`src/hw/rtl/hpe_pkg.sv`:
```
`timescale 1ns / 1ps
`default_nettype none

package hpe_pkg;

  // Result status codes.
  typedef enum logic [1:0] {
    ST_OK    = 2'd0,
    ST_SMALL = 2'd1,
    ST_FEW   = 2'd2
  } status_t;

  // Fixed field widths.
  localparam int PERIOD_W = 18;
  localparam int SPAN_W   = 11;

  // Configuration port.
  localparam int CFG_ADDR_W = 3;
  localparam int CFG_DATA_W = 32;
  localparam logic [CFG_ADDR_W-3:0] REG_MIN_THIRD_SPAN = 1'b0;
  localparam logic [SPAN_W-1:0] SPAN_RESET = 11'd10;

  // Division by three as a multiply by ceil(2^17 / 3) and a shift.
  // Exact for every value below 2^17.
  localparam int RECIP3_SHIFT = 17;
  localparam logic [RECIP3_SHIFT-1:0] RECIP3 = 17'd43691;

  // Period scale: thousandths of a sample.
  localparam int MILLI = 1000;

  // Commands from the controller to the datapath.
  typedef struct packed {
    logic    load;
    logic    set_thr;
    logic    scan_init;
    logic    scan;
    logic    div_start;
    logic    res_write;
    logic    clear;
    status_t res_status;
  } ctrl_cmd_t;

  // Status from the datapath to the controller.
  typedef struct packed {
    logic third_low;
    logic scan_done;
    logic few;
    logic div_done;
  } dp_stat_t;

endpackage

`default_nettype wire

```
`src/hw/rtl/hpe_ram.sv`:
```
`timescale 1ns / 1ps
`default_nettype none

module hpe_ram #(
  parameter int WIDTH = 12,
  parameter int DEPTH = 256
) (
  input  wire logic                     clk,
  input  wire logic                     we,
  input  wire logic [$clog2(DEPTH)-1:0] waddr,
  input  wire logic [WIDTH-1:0]         wdata,
  input  wire logic [$clog2(DEPTH)-1:0] raddr,
  output logic      [WIDTH-1:0]         rdata
);

  logic [WIDTH-1:0] mem [DEPTH];

  // One write port and one registered read port.
  always_ff @(posedge clk) begin
    if (we) begin
      mem[waddr] <= wdata;
    end
    rdata <= mem[raddr];
  end

endmodule

`default_nettype wire

```
`src/hw/rtl/hpe_div.sv`:
```
`timescale 1ns / 1ps
`default_nettype none

module hpe_div #(
  parameter int NUM_W = 20,
  parameter int DEN_W = 4
) (
  input  wire logic             clk,
  input  wire logic             rst_n,
  input  wire logic             start,
  input  wire logic [NUM_W-1:0] num,
  input  wire logic [DEN_W-1:0] den,
  output logic                  done,
  output logic      [NUM_W-1:0] quot
);

  localparam int CNT_W = $clog2(NUM_W + 1);

  logic [NUM_W-1:0] q_r;
  logic [DEN_W-1:0] rem_r;
  logic [DEN_W-1:0] den_r;
  logic [CNT_W-1:0] cnt_r;
  logic             busy_r;
  logic             done_r;
  logic [DEN_W:0]   rem_sh;
  logic [DEN_W:0]   rem_sub;
  logic             ge;
  logic [DEN_W-1:0] rem_nxt;

  // One restoring step: shift in the next numerator bit, subtract if it fits.
  always_comb begin
    rem_sh  = {rem_r, q_r[NUM_W-1]};
    ge      = rem_sh >= {1'b0, den_r};
    rem_sub = rem_sh - {1'b0, den_r};
    rem_nxt = ge ? rem_sub[DEN_W-1:0] : rem_sh[DEN_W-1:0];
  end

  // Control of the iteration; done pulses for one cycle after the final step.
  always_ff @(posedge clk) begin
    if (!rst_n) begin
      busy_r <= 1'b0;
      done_r <= 1'b0;
      cnt_r  <= '0;
    end else begin
      done_r <= busy_r && !start && (cnt_r == CNT_W'(1));
      if (start) begin
        busy_r <= 1'b1;
        cnt_r  <= CNT_W'(NUM_W);
      end else if (busy_r) begin
        cnt_r <= cnt_r - 1'b1;
        if (cnt_r == CNT_W'(1)) begin
          busy_r <= 1'b0;
        end
      end
    end
  end

  // Quotient and remainder registers.
  always_ff @(posedge clk) begin
    if (start) begin
      q_r   <= num;
      rem_r <= '0;
      den_r <= den;
    end else if (busy_r) begin
      q_r   <= {q_r[NUM_W-2:0], ge};
      rem_r <= rem_nxt;
    end
  end

  assign done = done_r;
  assign quot = q_r;

endmodule

`default_nettype wire

```
`src/hw/rtl/hpe_dp.sv`:
```
`timescale 1ns / 1ps
`default_nettype none

module hpe_dp #(
  parameter int MAX_SAMPLES   = 256,
  parameter int MAX_CROSSINGS = 15,
  parameter int SAMPLE_BITS   = 12
) (
  input  wire logic                                clk,
  input  wire logic                                rst_n,
  input  wire hpe_pkg::ctrl_cmd_t                  cmd,
  output hpe_pkg::dp_stat_t                        stat,
  input  wire logic [SAMPLE_BITS-1:0]              in_sample,
  input  wire logic                                psel,
  input  wire logic                                penable,
  input  wire logic                                pwrite,
  input  wire logic [hpe_pkg::CFG_ADDR_W-1:0]      paddr,
  input  wire logic [hpe_pkg::CFG_DATA_W-1:0]      pwdata,
  output logic      [hpe_pkg::CFG_DATA_W-1:0]      prdata,
  output logic      [hpe_pkg::PERIOD_W-1:0]        out_period_milli,
  output logic      [1:0]                          out_status
);

  localparam int SB = SAMPLE_BITS;
  localparam int AW = $clog2(MAX_SAMPLES);
  localparam int LW = $clog2(MAX_SAMPLES + 1);
  localparam int KW = $clog2(MAX_CROSSINGS + 1);
  localparam int CW = (SB > hpe_pkg::SPAN_W) ? SB : hpe_pkg::SPAN_W;
  localparam int PW = SB + hpe_pkg::RECIP3_SHIFT;
  localparam int NW = AW + 10;
  localparam int QW = (NW > hpe_pkg::PERIOD_W) ? NW : hpe_pkg::PERIOD_W;

  logic [LW-1:0]                 len_r;
  logic [SB-1:0]                 min_r;
  logic [SB-1:0]                 max_r;
  logic [hpe_pkg::SPAN_W-1:0]    span_r;
  logic [PW-1:0]                 prod_r;
  logic [SB-1:0]                 low_r;
  logic [SB-1:0]                 high_r;
  logic [LW-1:0]                 rd_addr_r;
  logic                          rd_pend_r;
  logic [AW-1:0]                 rd_idx_r;
  logic [SB-1:0]                 prev_r;
  logic                          have_prev_r;
  logic                          armed_r;
  logic [KW-1:0]                 cnt_r;
  logic [AW-1:0]                 first_r;
  logic [AW-1:0]                 last_r;
  logic [hpe_pkg::PERIOD_W-1:0]  period_r;
  hpe_pkg::status_t              status_r;

  logic                          wr_en;
  logic [SB-1:0]                 diff;
  logic [SB-1:0]                 third;
  logic                          room;
  logic                          issue;
  logic [SB-1:0]                 rdata;
  logic [AW-1:0]                 pos;
  logic                          armed_nxt;
  logic [KW-1:0]                 cnt_nxt;
  logic [AW-1:0]                 first_nxt;
  logic [AW-1:0]                 last_nxt;
  logic [AW-1:0]                 spacing;
  logic [NW-1:0]                 div_num;
  logic [KW-1:0]                 div_den;
  logic                          div_done;
  logic [NW-1:0]                 quot;
  logic [QW-1:0]                 quot_ext;
  logic                          cfg_wr;

  // Configuration register access.
  assign cfg_wr = psel && penable && pwrite
                  && (paddr[hpe_pkg::CFG_ADDR_W-1:2] == hpe_pkg::REG_MIN_THIRD_SPAN);
  assign prdata = (paddr[hpe_pkg::CFG_ADDR_W-1:2] == hpe_pkg::REG_MIN_THIRD_SPAN)
                  ? hpe_pkg::CFG_DATA_W'(span_r) : '0;

  always_ff @(posedge clk) begin
    if (!rst_n) begin
      span_r <= hpe_pkg::SPAN_RESET;
    end else if (cfg_wr) begin
      span_r <= pwdata[hpe_pkg::SPAN_W-1:0];
    end
  end

  // Sample store; samples past capacity are dropped.
  assign wr_en = cmd.load && (len_r < LW'(MAX_SAMPLES));

  hpe_ram #(
    .WIDTH (SB),
    .DEPTH (MAX_SAMPLES)
  ) u_store (
    .clk   (clk),
    .we    (wr_en),
    .waddr (len_r[AW-1:0]),
    .wdata (in_sample),
    .raddr (rd_addr_r[AW-1:0]),
    .rdata (rdata)
  );

  // Third of the swing: multiply by the reciprocal, then shift.
  assign diff  = (max_r >= min_r) ? (max_r - min_r) : '0;
  assign third = prod_r[PW-1:hpe_pkg::RECIP3_SHIFT];

  always_ff @(posedge clk) begin
    prod_r <= PW'(diff) * PW'(hpe_pkg::RECIP3);
  end

  // Thresholds.
  always_ff @(posedge clk) begin
    if (cmd.set_thr) begin
      low_r  <= min_r + third;
      high_r <= max_r - third;
    end
  end

  // Scan reads one sample a cycle; each new sample pairs with the one before.
  assign room  = (rd_addr_r < len_r) && (cnt_r < KW'(MAX_CROSSINGS));
  assign issue = cmd.scan && room;
  assign pos   = rd_idx_r - AW'(2);

  // Detector update for the pair now at hand.
  always_comb begin
    armed_nxt = armed_r;
    cnt_nxt   = cnt_r;
    first_nxt = first_r;
    last_nxt  = last_r;
    if (rd_pend_r && have_prev_r && (cnt_r < KW'(MAX_CROSSINGS))) begin
      if (!armed_r) begin
        if ((prev_r > low_r) && (rdata <= low_r)) begin
          armed_nxt = 1'b1;
        end
      end else if ((prev_r <= high_r) && (rdata > high_r)) begin
        if (cnt_r == '0) begin
          first_nxt = pos;
        end
        last_nxt  = pos;
        cnt_nxt   = cnt_r + 1'b1;
        armed_nxt = 1'b0;
      end
    end
  end

  // Frame state: cleared after each result, updated while loading and scanning.
  always_ff @(posedge clk) begin
    if (!rst_n || cmd.clear) begin
      len_r   <= '0;
      min_r   <= {SB{1'b1}};
      max_r   <= '0;
      armed_r <= 1'b0;
      cnt_r   <= '0;
      first_r <= '0;
      last_r  <= '0;
    end else begin
      if (wr_en) begin
        len_r <= len_r + 1'b1;
        if (in_sample > max_r) begin
          max_r <= in_sample;
        end
        if (in_sample < min_r) begin
          min_r <= in_sample;
        end
      end
      armed_r <= armed_nxt;
      cnt_r   <= cnt_nxt;
      first_r <= first_nxt;
      last_r  <= last_nxt;
    end
  end

  // Read sequencing for the scan.
  always_ff @(posedge clk) begin
    if (!rst_n) begin
      rd_addr_r   <= '0;
      rd_pend_r   <= 1'b0;
      have_prev_r <= 1'b0;
    end else if (cmd.scan_init) begin
      rd_addr_r   <= LW'(2);
      rd_pend_r   <= 1'b0;
      have_prev_r <= 1'b0;
    end else begin
      rd_pend_r <= issue;
      if (issue) begin
        rd_addr_r <= rd_addr_r + 1'b1;
      end
      if (rd_pend_r) begin
        have_prev_r <= 1'b1;
      end
    end
  end

  always_ff @(posedge clk) begin
    rd_idx_r <= rd_addr_r[AW-1:0];
    if (rd_pend_r) begin
      prev_r <= rdata;
    end
  end

  // Rounded mean spacing of the captures.
  assign spacing = last_r - first_r;
  assign div_den = cnt_r - 1'b1;
  assign div_num = (NW'(spacing) * NW'(hpe_pkg::MILLI)) + NW'(div_den >> 1);

  hpe_div #(
    .NUM_W (NW),
    .DEN_W (KW)
  ) u_div (
    .clk   (clk),
    .rst_n (rst_n),
    .start (cmd.div_start),
    .num   (div_num),
    .den   (div_den),
    .done  (div_done),
    .quot  (quot)
  );

  assign quot_ext = QW'(quot);

  // Result register.
  always_ff @(posedge clk) begin
    if (cmd.res_write) begin
      status_r <= cmd.res_status;
      period_r <= (cmd.res_status == hpe_pkg::ST_OK) ?
                  quot_ext[hpe_pkg::PERIOD_W-1:0] : '0;
    end
  end

  assign out_period_milli = period_r;
  assign out_status       = status_r;

  // Status to the controller.
  always_comb begin
    stat.third_low = CW'(third) < CW'(span_r);
    stat.scan_done = !room && !rd_pend_r;
    stat.few       = cnt_r < KW'(2);
    stat.div_done  = div_done;
  end

endmodule

`default_nettype wire

```
`src/hw/rtl/hpe_ctrl.sv`:
```
`timescale 1ns / 1ps
`default_nettype none

module hpe_ctrl (
  input  wire logic               clk,
  input  wire logic               rst_n,
  input  wire logic               in_valid,
  input  wire logic               in_last,
  output logic                    in_ready,
  output logic                    out_valid,
  input  wire logic               out_ready,
  input  wire hpe_pkg::dp_stat_t  stat,
  output hpe_pkg::ctrl_cmd_t      cmd
);

  typedef enum logic [2:0] {
    S_LOAD,
    S_THIRD,
    S_CHECK,
    S_SCAN,
    S_DIV_START,
    S_DIV_WAIT,
    S_RESULT
  } state_t;

  state_t           state_r;
  logic             out_valid_r;
  hpe_pkg::status_t status_sel_r;
  logic             slot_free;

  assign in_ready  = (state_r == S_LOAD);
  assign out_valid = out_valid_r;
  assign slot_free = !out_valid_r || out_ready;

  // Commands decoded from the state.
  always_comb begin
    cmd            = '0;
    cmd.res_status = status_sel_r;
    case (state_r)
      S_LOAD: begin
        cmd.load = in_valid;
      end
      S_CHECK: begin
        cmd.set_thr   = !stat.third_low;
        cmd.scan_init = !stat.third_low;
      end
      S_SCAN: begin
        cmd.scan = 1'b1;
      end
      S_DIV_START: begin
        cmd.div_start = 1'b1;
      end
      S_RESULT: begin
        cmd.res_write = slot_free;
        cmd.clear     = slot_free;
      end
      default: begin
        cmd.load = 1'b0;
      end
    endcase
  end

  // State and registered outputs.
  always_ff @(posedge clk) begin
    if (!rst_n) begin
      state_r      <= S_LOAD;
      out_valid_r  <= 1'b0;
      status_sel_r <= hpe_pkg::ST_OK;
    end else begin
      // A new result replaces the one taken at this edge; otherwise a taken result leaves.
      if ((state_r == S_RESULT) && slot_free) begin
        out_valid_r <= 1'b1;
      end else if (out_ready) begin
        out_valid_r <= 1'b0;
      end
      case (state_r)
        S_LOAD: begin
          if (in_valid && in_last) begin
            state_r <= S_THIRD;
          end
        end
        S_THIRD: begin
          state_r <= S_CHECK;
        end
        S_CHECK: begin
          if (stat.third_low) begin
            status_sel_r <= hpe_pkg::ST_SMALL;
            state_r      <= S_RESULT;
          end else begin
            state_r <= S_SCAN;
          end
        end
        S_SCAN: begin
          if (stat.scan_done) begin
            if (stat.few) begin
              status_sel_r <= hpe_pkg::ST_FEW;
              state_r      <= S_RESULT;
            end else begin
              state_r <= S_DIV_START;
            end
          end
        end
        S_DIV_START: begin
          state_r <= S_DIV_WAIT;
        end
        S_DIV_WAIT: begin
          if (stat.div_done) begin
            status_sel_r <= hpe_pkg::ST_OK;
            state_r      <= S_RESULT;
          end
        end
        S_RESULT: begin
          if (slot_free) begin
            state_r <= S_LOAD;
          end
        end
        default: begin
          state_r <= S_LOAD;
        end
      endcase
    end
  end

endmodule

`default_nettype wire

```
`src/hw/rtl/hysteresis_period_estimator.sv`:
```
`timescale 1ns / 1ps
`default_nettype none
// Channel   Direction  Handshake           Payload
// in_       input      in_valid/in_ready   in_sample, in_last
// out_      output     out_valid/out_ready out_period_milli, out_status
// config    APB        psel/penable/pready paddr, pwdata, prdata (min_third_span at 0x0)
//
// A frame of N stored samples loads at one item per cycle; later samples are dropped.
// After the last item in_ready stays low through the swing check, the scan (one store read
// per position), the division and the loading of the result, which waits until the output
// register is free. Early exits end sooner.
// Reset (rst_n, synchronous) clears the frame state and sets min_third_span to 10.
// A result waits in the output register while the next frame loads behind it.

module hysteresis_period_estimator #(
  parameter int MAX_SAMPLES   = 256,
  parameter int MAX_CROSSINGS = 15,
  parameter int SAMPLE_BITS   = 12
) (
  input  wire logic                               clk,
  input  wire logic                               rst_n,
  input  wire logic                               in_valid,
  output logic                                    in_ready,
  input  wire logic [SAMPLE_BITS-1:0]             in_sample,
  input  wire logic                               in_last,
  output logic                                    out_valid,
  input  wire logic                               out_ready,
  output logic      [hpe_pkg::PERIOD_W-1:0]       out_period_milli,
  output logic      [1:0]                         out_status,
  input  wire logic                               psel,
  input  wire logic                               penable,
  input  wire logic                               pwrite,
  input  wire logic [hpe_pkg::CFG_ADDR_W-1:0]     paddr,
  input  wire logic [hpe_pkg::CFG_DATA_W-1:0]     pwdata,
  output logic      [hpe_pkg::CFG_DATA_W-1:0]     prdata,
  output logic                                    pready
);

  hpe_pkg::ctrl_cmd_t cmd;
  hpe_pkg::dp_stat_t  stat;

  // Register accesses always complete in the access cycle.
  assign pready = 1'b1;

  hpe_ctrl u_ctrl (
    .clk       (clk),
    .rst_n     (rst_n),
    .in_valid  (in_valid),
    .in_last   (in_last),
    .in_ready  (in_ready),
    .out_valid (out_valid),
    .out_ready (out_ready),
    .stat      (stat),
    .cmd       (cmd)
  );

  hpe_dp #(
    .MAX_SAMPLES   (MAX_SAMPLES),
    .MAX_CROSSINGS (MAX_CROSSINGS),
    .SAMPLE_BITS   (SAMPLE_BITS)
  ) u_dp (
    .clk              (clk),
    .rst_n            (rst_n),
    .cmd              (cmd),
    .stat             (stat),
    .in_sample        (in_sample),
    .psel             (psel),
    .penable          (penable),
    .pwrite           (pwrite),
    .paddr            (paddr),
    .pwdata           (pwdata),
    .prdata           (prdata),
    .out_period_milli (out_period_milli),
    .out_status       (out_status)
  );

endmodule

`default_nettype wire

```
`config.mk`:
```
export PLATFORM = sky130hd
export DESIGN_NAME = hysteresis_period_estimator
export DESIGN_NICKNAME = d
export VERILOG_FILES = /design/src/hw/rtl/hpe_pkg.sv /design/src/hw/rtl/hpe_ram.sv /design/src/hw/rtl/hpe_div.sv /design/src/hw/rtl/hpe_dp.sv /design/src/hw/rtl/hpe_ctrl.sv /design/src/hw/rtl/hysteresis_period_estimator.sv
export SDC_FILE = /design/constraint.sdc
export NUM_CORES = 2
export LEC_CHECK = 0
export BUFFER_PORTS_ARGS = -buffer_cell sky130_fd_sc_hd__buf_4
export CAP_MARGIN = 20
export CORE_MARGIN = 3
export CORE_UTILIZATION = 51
export CTS_BUF_LIST = sky130_fd_sc_hd__clkbuf_2
export DETAILED_ROUTE_END_ITERATION = 10
export PLACE_DENSITY = 0.66
export SYNTH_ARGS = -nofsm -noshare
export SYNTH_HDL_FRONTEND = slang
export SYNTH_SLANG_ARGS = --single-unit
```
`constraint.sdc`:
```
create_clock -name clk -period 7.5 [get_ports clk]
set_input_delay 1.5 -clock clk [delete_from_list [all_inputs] [get_ports clk]]
set_output_delay 1.5 -clock clk [all_outputs]
set_load 0.01 [all_outputs]
```
# [Word-level counts from Yosys, hierarchy flattened]
# Memory sizes are Yosys's and may differ from the RTL's. A register that Yosys moved wholly into a read port is not among the register bits.
# Cells that the tools add are included.
# Widths: inputs -> output; s select.
[word_totals] ff_bits=207 latchBits=0 ramBits=3072 mem_bits_ro=0 input_bits=55 output_inout_bits=55 word_cells=146 memories=1
[memory_table] name="u_dp.u_store.mem" words=256 width=12 rd=1 rd_ports_with_merged_regs=1 write_ports=1 line_no="hpe_ram.sv:16" source="logic [WIDTH-1:0] mem [DEPTH];"
[classes] addsub=12 n_mul=2 n_div=0 n_lt_le_gt_ge=13 n_eq_ne=13 shifts=0 mux=36 bitwise_logic=2 n_reduce_logical=38
[op_table] operator="$gt 12x12->1" count=3
[op_table] operator="$mux 18" count=2
[op_table] operator="$mul 12x16->28 const B" count=1
[op_table] operator="$le 12x12->1" count=2
[op_table] operator="$pmux 3 s7" count=1
[op_table] operator="$add 18x3->18" count=1
[op_table] operator="$add 9x1->9 const B" count=2
[op_table] operator="$mux 2" count=9
[op_table] operator="$logic_and 1x1->1" count=15
[op_table] operator="$mul 8x7->15 const B" count=1
[op_table] operator="$mux 3" count=5
[op_table] operator="$mux 1" count=13
[op_table] operator="$add 12x11->12" count=1
[op_table] operator="$ge 12x12->1" count=1
[op_table] operator="$lt 12x12->1" count=1
[op_table] operator="$mux 12" count=1
[op_table] operator="$sub 12x11->12" count=1
[op_table] operator="$sub 12x12->12" count=1
[op_table] operator="$lt 11x11->1" count=1
[op_table] operator="$mux 11" count=1
[op_table] operator="$mux 5" count=2
[op_table] operator="$eq 3x3->1 const B" count=3
[op_table] operator="$lt 9x9->1" count=1
[op_table] operator="$lt 9x9->1 const B" count=1
[op_table] operator="other kinds (29)" count=46

# [Depth between registers and ports, before layout]
[logic_depth] ltp_word=6 mapped_depth=29 mapped_depth_nobuf=28

# [By module]
# From an unflattened synthesis, not the netlist that was laid out.
[hier_totals] cells_unflattened=7140 hier_area_um2=134252.5
[modules_own_cells] module="hpe_ram" instances=1 cells_per_inst=5506 area_each_um2=118632.5 seq_area_each_um2=92488.7
[modules_own_cells] module="hpe_dp" instances=1 cells_per_inst=1466 area_each_um2=13628.1 seq_area_each_um2=3583.4
[modules_own_cells] module="hpe_div" instances=1 cells_per_inst=118 area_each_um2=1546.5 seq_area_each_um2=880.8
[modules_own_cells] module="hpe_ctrl" instances=1 cells_per_inst=48 area_each_um2=434.2 seq_area_each_um2=120.1
[modules_own_cells] module="hysteresis_period_estimator" instances=1 cells_per_inst=2 area_each_um2=11.3 seq_area_each_um2=0.0

# [Least setup slack after synthesis]
# OpenSTA, ideal clock, no wires.
[synth_path] path_type="reg-to-reg" startpoint="register u_dp.max_r[0]" endpoint="register u_dp.prod_r[27]" setup_time_ns=0.124 t_arrival_ns=6.503 t_required_ns=7.376 path_slack_ns=0.873 stages_incl_launch_ff=30 path_buffers=1 period_less_slack_ns=6.627 cell_sequence="dfxtp_1 inv_1 ha_1 fa_1 nand2b_1 o2bb2ai_1 a21oi_1 nor2_1 nor2_1 nor2_1 clkbuf_1 a211oi_1 ha_1 ha_1 inv_1 fa_1 inv_1 fa_1 inv_1 fa_1 inv_1 ha_1 a211oi_1 o22ai_1 o22ai_1 and3_1 a21oi_1 o41ai_1 mux2i_1 nand3_1"
[synth_between] elab_chain_cells=3 word_cells_on_any_way=4 classes_between="1 x add/sub; 1 x mul; 1 x order compare; 1 x mux"
[synth_rtl] item="start: declaration" line_no="hpe_dp.sv:35" source="logic [SB-1:0] max_r;"
[synth_rtl] item="start signal: assignment" line_no="hpe_dp.sv:157" source="max_r <= in_sample;"
[synth_rtl] item="$sub 12x12->12 or $ge 12x12->1 (tied branches)" line_no="hpe_dp.sv:101" source="assign diff = (max_r >= min_r) ? (max_r - min_r) : '0;"
[synth_rtl] item="$mux 12 *" line_no="hpe_dp.sv:101"
[synth_rtl] item="$mul 12x16->28 *" line_no="hpe_dp.sv:105" source="prod_r <= PW'(diff) * PW'(hpe_pkg::RECIP3);"
[synth_rtl] item="end signal: assignment" line_no="hpe_dp.sv:105"
[synth_rtl] item="end: declaration" line_no="hpe_dp.sv:37" source="logic [PW-1:0] prod_r;"
# Every way passes the cells marked *; elsewhere a longest branch is shown, timed or not.
# A chain may end at the register's enable or synchronous reset.

# [Worst setup path after layout]
[layout_path] startpoint="register u_dp.max_r[0]" endpoint="register u_dp.prod_r[26]"
# The elaborated chain is that of the path after synthesis.

==> flow_summary_export.csv <==
group,metric,value,unit
placed_design,place_ws,0.248,ns
route,drc,0,
global_routing,use_met3,0.0568,
global_routing,overall_track_demand_over_capacity_in_global_routing,0.244,
min_path,hp-class,"in -> reg",
sta,slew-limit-headroom,0.206,
floorplan,placement_rows,186,
sta,final-setup-viol-count,0,
global_routing,grt.busiest_layer,"met2",
floorplan,die_h,517,um
setup_path,crit_path_start_kind,"flop",
global_routing,overflow,0,
global_routing,gr-usage-met2,0.383,
final_layout,num-nets-final,7798,
sta,clock-skew-final,0.223,ns
power,power_per_cell_area,227,mW/mm2
sta,finalHoldViolCount,0,
synth,synth_cell_types,70,
cts,clock_buffer_count_from_cts,791,
placed_design,placedInstanceArea,0.140,mm2
synth,syn-cell-area,0.133,mm2
cts,postCtsSetupRepairBufs,0,
setup_path,type_of_element_capturing_the_critical_path,"flop",
route,detail_route.iter0.violations,8013,
route,route.detailed.wl_per_inst,28.7,um
cts,h-tree-depth,6,
setup_path,path_max_fanout,14,
cts,cts.path.max_buffers,4,
placed_design,global_placement_routability_congestion,0.838,
global_routing,via_count_of_the_first_global_routing_pass,69900,
sta,final_min_period_over_clock_period,0.945,
sta,max_freq,141,MHz
setup_path,timing_worst_setup_path_type,"reg -> reg",
sta,whs,0.319,ns
final_layout,flow.area_growth_from_synthesis,10.5,%
global_routing,initial_antenna_violation_count,13,
cts,clock-root-buffer,"sky130_fd_sc_hd__clkbuf_2",
power,ir_worst_vdd,0.000121,V
final_layout,design_area,0.147,mm2
final_layout,layout-drive-gt1-share,0.335,
sta,timing_worst_slew_pin_value,1.19,ns
route,routed_wirelength,326,mm
route,viasPerCell,6.05,
floorplan,ioPinCount,110,
sta,pins_over_slew_limit,0,
setup_path,timing.critical_path.required,9.17,ns
floorplan,dieWidth,517,um
sta,fin_ws,0.412,ns
global_routing,grt_first_pass_wirelength,474,mm
route,first_pass_iters,6,
synth,synth_edf_count,3150,
setup_path,worst_path_max_delay_cell,"sky130_fd_sc_hd__fa_1",
floorplan,fp.coreArea,0.258,mm2
floorplan,initial_utilization,0.516,
power,power.leakage,48.5,nW
synth,synth_warnings,0,
cts,cts.sinks,3274,
synth,ys_seq_area_frac,0.729,
setup_path,critPathMaxStageDelay,0.53,ns
route,via_count,68700,
run_status,outcome,"complete, no violations",
global_routing,grt_util_met1,0.344,
cts,worst_skew_pair.late_latency,1.83,ns
synth,ys_seq_elements,3274,
run,cap_viol_max_count,0,
placed_design,portBuffers,64,
synth,ys_async_sr_fraction,0,
cts,cts_tree,"done",
synth,syn-instance-count,6464,
sta,final_period_minus_worst_setup_slack,7.09,ns
synth,dominantRegCellSynth,"sky130_fd_sc_hd__edfxtp_1",
global_routing,largest_net_degree_at_the_start_of_global_routing,204,
placed_design,dp_hpwl,198,mm
route,postRouteAntennaNets,0,
floorplan,die-area,0.267,mm2
synth,avgSynthCellArea,20.6,um2
cts,clk_transition_reported_paths,0.11,ns
setup_path,worst_ep_arrival_time,8.76,ns
final_layout,utilization,0.570,
[per-layer routing]
metal	up-vias	wire, um
met4	6	9200
met3	514	29900
met5	-	42
met1	36000	130000
li1	28800	-
met2	3363	157000
[kinds of logic after synthesis]
kind of cell / synth area share
xor+xnor: 0.00557
simple gates: 0.0256
other cells: 0.0000564
mux: 0.165
flops: 0.729
compound gates: 0.0210
buf+inv: 0.0195
fa+ha+maj: 0.0346
[metrics by stage]
stage | TNS, ns | total power [W] | instances
2_1_floorplan | 0 | 0.0216 | 6484
3_3_place_gp | 0 | 0.0224 | 9873
3_5_place_dp | 0 | 0.0225 | 9958
4_1_cts | 0 | 0.0338 | 11300
5_1_grt | -0.00820 | 0.0349 | 11300
6_report | 0 | 0.0334 | 11400
[Yosys cell counts (13+ instances only)]
master                     count  share of area
sky130_fd_sc_hd__ha_1        253          0.024
sky130_fd_sc_hd__a22oi_1      56         0.0032
sky130_fd_sc_hd__buf_4        40         0.0023
sky130_fd_sc_hd__nor2_1      391          0.011
sky130_fd_sc_hd__and2_1       22         0.0010
sky130_fd_sc_hd__nand4_1      23         0.0011
sky130_fd_sc_hd__clkbuf_1    167         0.0047
sky130_fd_sc_hd__mux2i_1      38         0.0029
sky130_fd_sc_hd__a22o_1       21         0.0014
sky130_fd_sc_hd__buf_2        72         0.0027
sky130_fd_sc_hd__a21o_1       41         0.0023
sky130_fd_sc_hd__a21oi_1      79         0.0030
sky130_fd_sc_hd__xnor2_1      51         0.0034
sky130_fd_sc_hd__buf_6        18         0.0015
sky130_fd_sc_hd__nand3_1      38         0.0014
sky130_fd_sc_hd__o21ai_0      61         0.0023
sky130_fd_sc_hd__fa_1         72          0.011
sky130_fd_sc_hd__dfxtp_1     124          0.019
sky130_fd_sc_hd__xor2_1       31         0.0020
sky130_fd_sc_hd__nor3_1       37         0.0014
sky130_fd_sc_hd__mux4_2      957           0.16
sky130_fd_sc_hd__o221ai_1     13        0.00085
sky130_fd_sc_hd__nand2b_1     15        0.00070
sky130_fd_sc_hd__buf_1        36         0.0010
sky130_fd_sc_hd__a211oi_1     19         0.0011
sky130_fd_sc_hd__a221oi_1     23         0.0015
sky130_fd_sc_hd__o211ai_1     18         0.0010
sky130_fd_sc_hd__nand2_1     183         0.0052
sky130_fd_sc_hd__nor2b_1      23         0.0011
sky130_fd_sc_hd__edfxtp_1   3150           0.71
sky130_fd_sc_hd__inv_1       259         0.0073
[timing repair]
item | CTS | global route
hold buffers | 28 | 0
endpoints found under the hold margin | 362 | 0
gates resized for setup | 0 | 11
endpoints found under the setup margin | 0 | 6
[report_power, final]
group          switching (W)  total, W  internal (W)
registers          0.0000911    0.0202        0.0201
logic                0.00119   0.00184      0.000645
clock network        0.00696    0.0114       0.00440
[layout make-up]
| type | instances | area (um2) |
|---|---|---|
| repair buffers | 474 | 4220 |
| clock buffers | 1120 | 5610 |
| clock inverters | 218 | 1300 |
| diodes | 8 | 20.0 |
| fillers | 19500 | 111000 |
| well taps | 3384 | 4230 |
| inverters | 260 | 976 |
| multi-input cells | 2617 | 33800 |
| flip-flops and latches | 3274 | 97100 |
[registers in the layout (all words and copies together), names as in the netlist, 9 cells and up]
register,cells
u_dp.high_r,12
u_dp.prev_r,12
u_dp.low_r,12
u_dp.span_r,11
u_dp.prod_r,11
u_dp.len_r,9
u_dp.u_store.rdata,12
u_dp.rd_addr_r,9
u_dp.out_period_milli,18
u_dp.u_div.quot,18
u_dp.u_store.mem,3072
u_dp.min_r,12
u_dp.max_r,12
[final timing paths]
kind | start | endpoint | slack, ns | cells after the start
worst min register to register | u_dp.u_store.rdata[8]$_DFF_P_ | u_dp.prev_r[8]$_DFFE_PP_ | 0.39 | 0
worst min-delay path | in_sample[7] | u_dp.u_store.mem[53][7]$_DFFE_PP_ | 0.32 | 1
worst max register to register | u_dp.max_r[0]$_SDFFE_PP0P_ | u_dp.prod_r[26]$_DFF_P_ | 0.41 | 29
worst max-delay path | u_dp.max_r[0]$_SDFFE_PP0P_ | u_dp.prod_r[26]$_DFF_P_ | 0.41 | 29
[critical path, delay by kind of cell, from the launching register on]
| family | cells | cell delay (ns) |
|---|---|---|
| adders and majority gates | 8 | 3.22 |
| AOI/OAI and AO/OA | 6 | 1.40 |
| and+or+nand+nor | 7 | 1.04 |
| buffers and inverters | 7 | 0.76 |
| DFF | 1 | 0.38 |
| xor gates and xnor gates | 1 | 0.16 |
[cells in the final DEF (no fill, tap or decap), drive strengths merged, types with 21 or more instances in the layout]
cell type	instances
mux2i	38
dfxtp	124
inv	276
a221oi	23
a22o	21
ha	253
fa	72
nand4	23
xnor2	51
dlygate4sd3	28
edfxtp	3150
a21o	41
and2	22
a22oi	56
nor2	391
buf	446
a21oi	79
clkinv	182
o21ai	61
nand3	38
conb	22
nor2b	23
nor3	37
mux4	957
clkbuf	1120
nand2	183
xor2	31
Power figures use the tool's default switching activity.
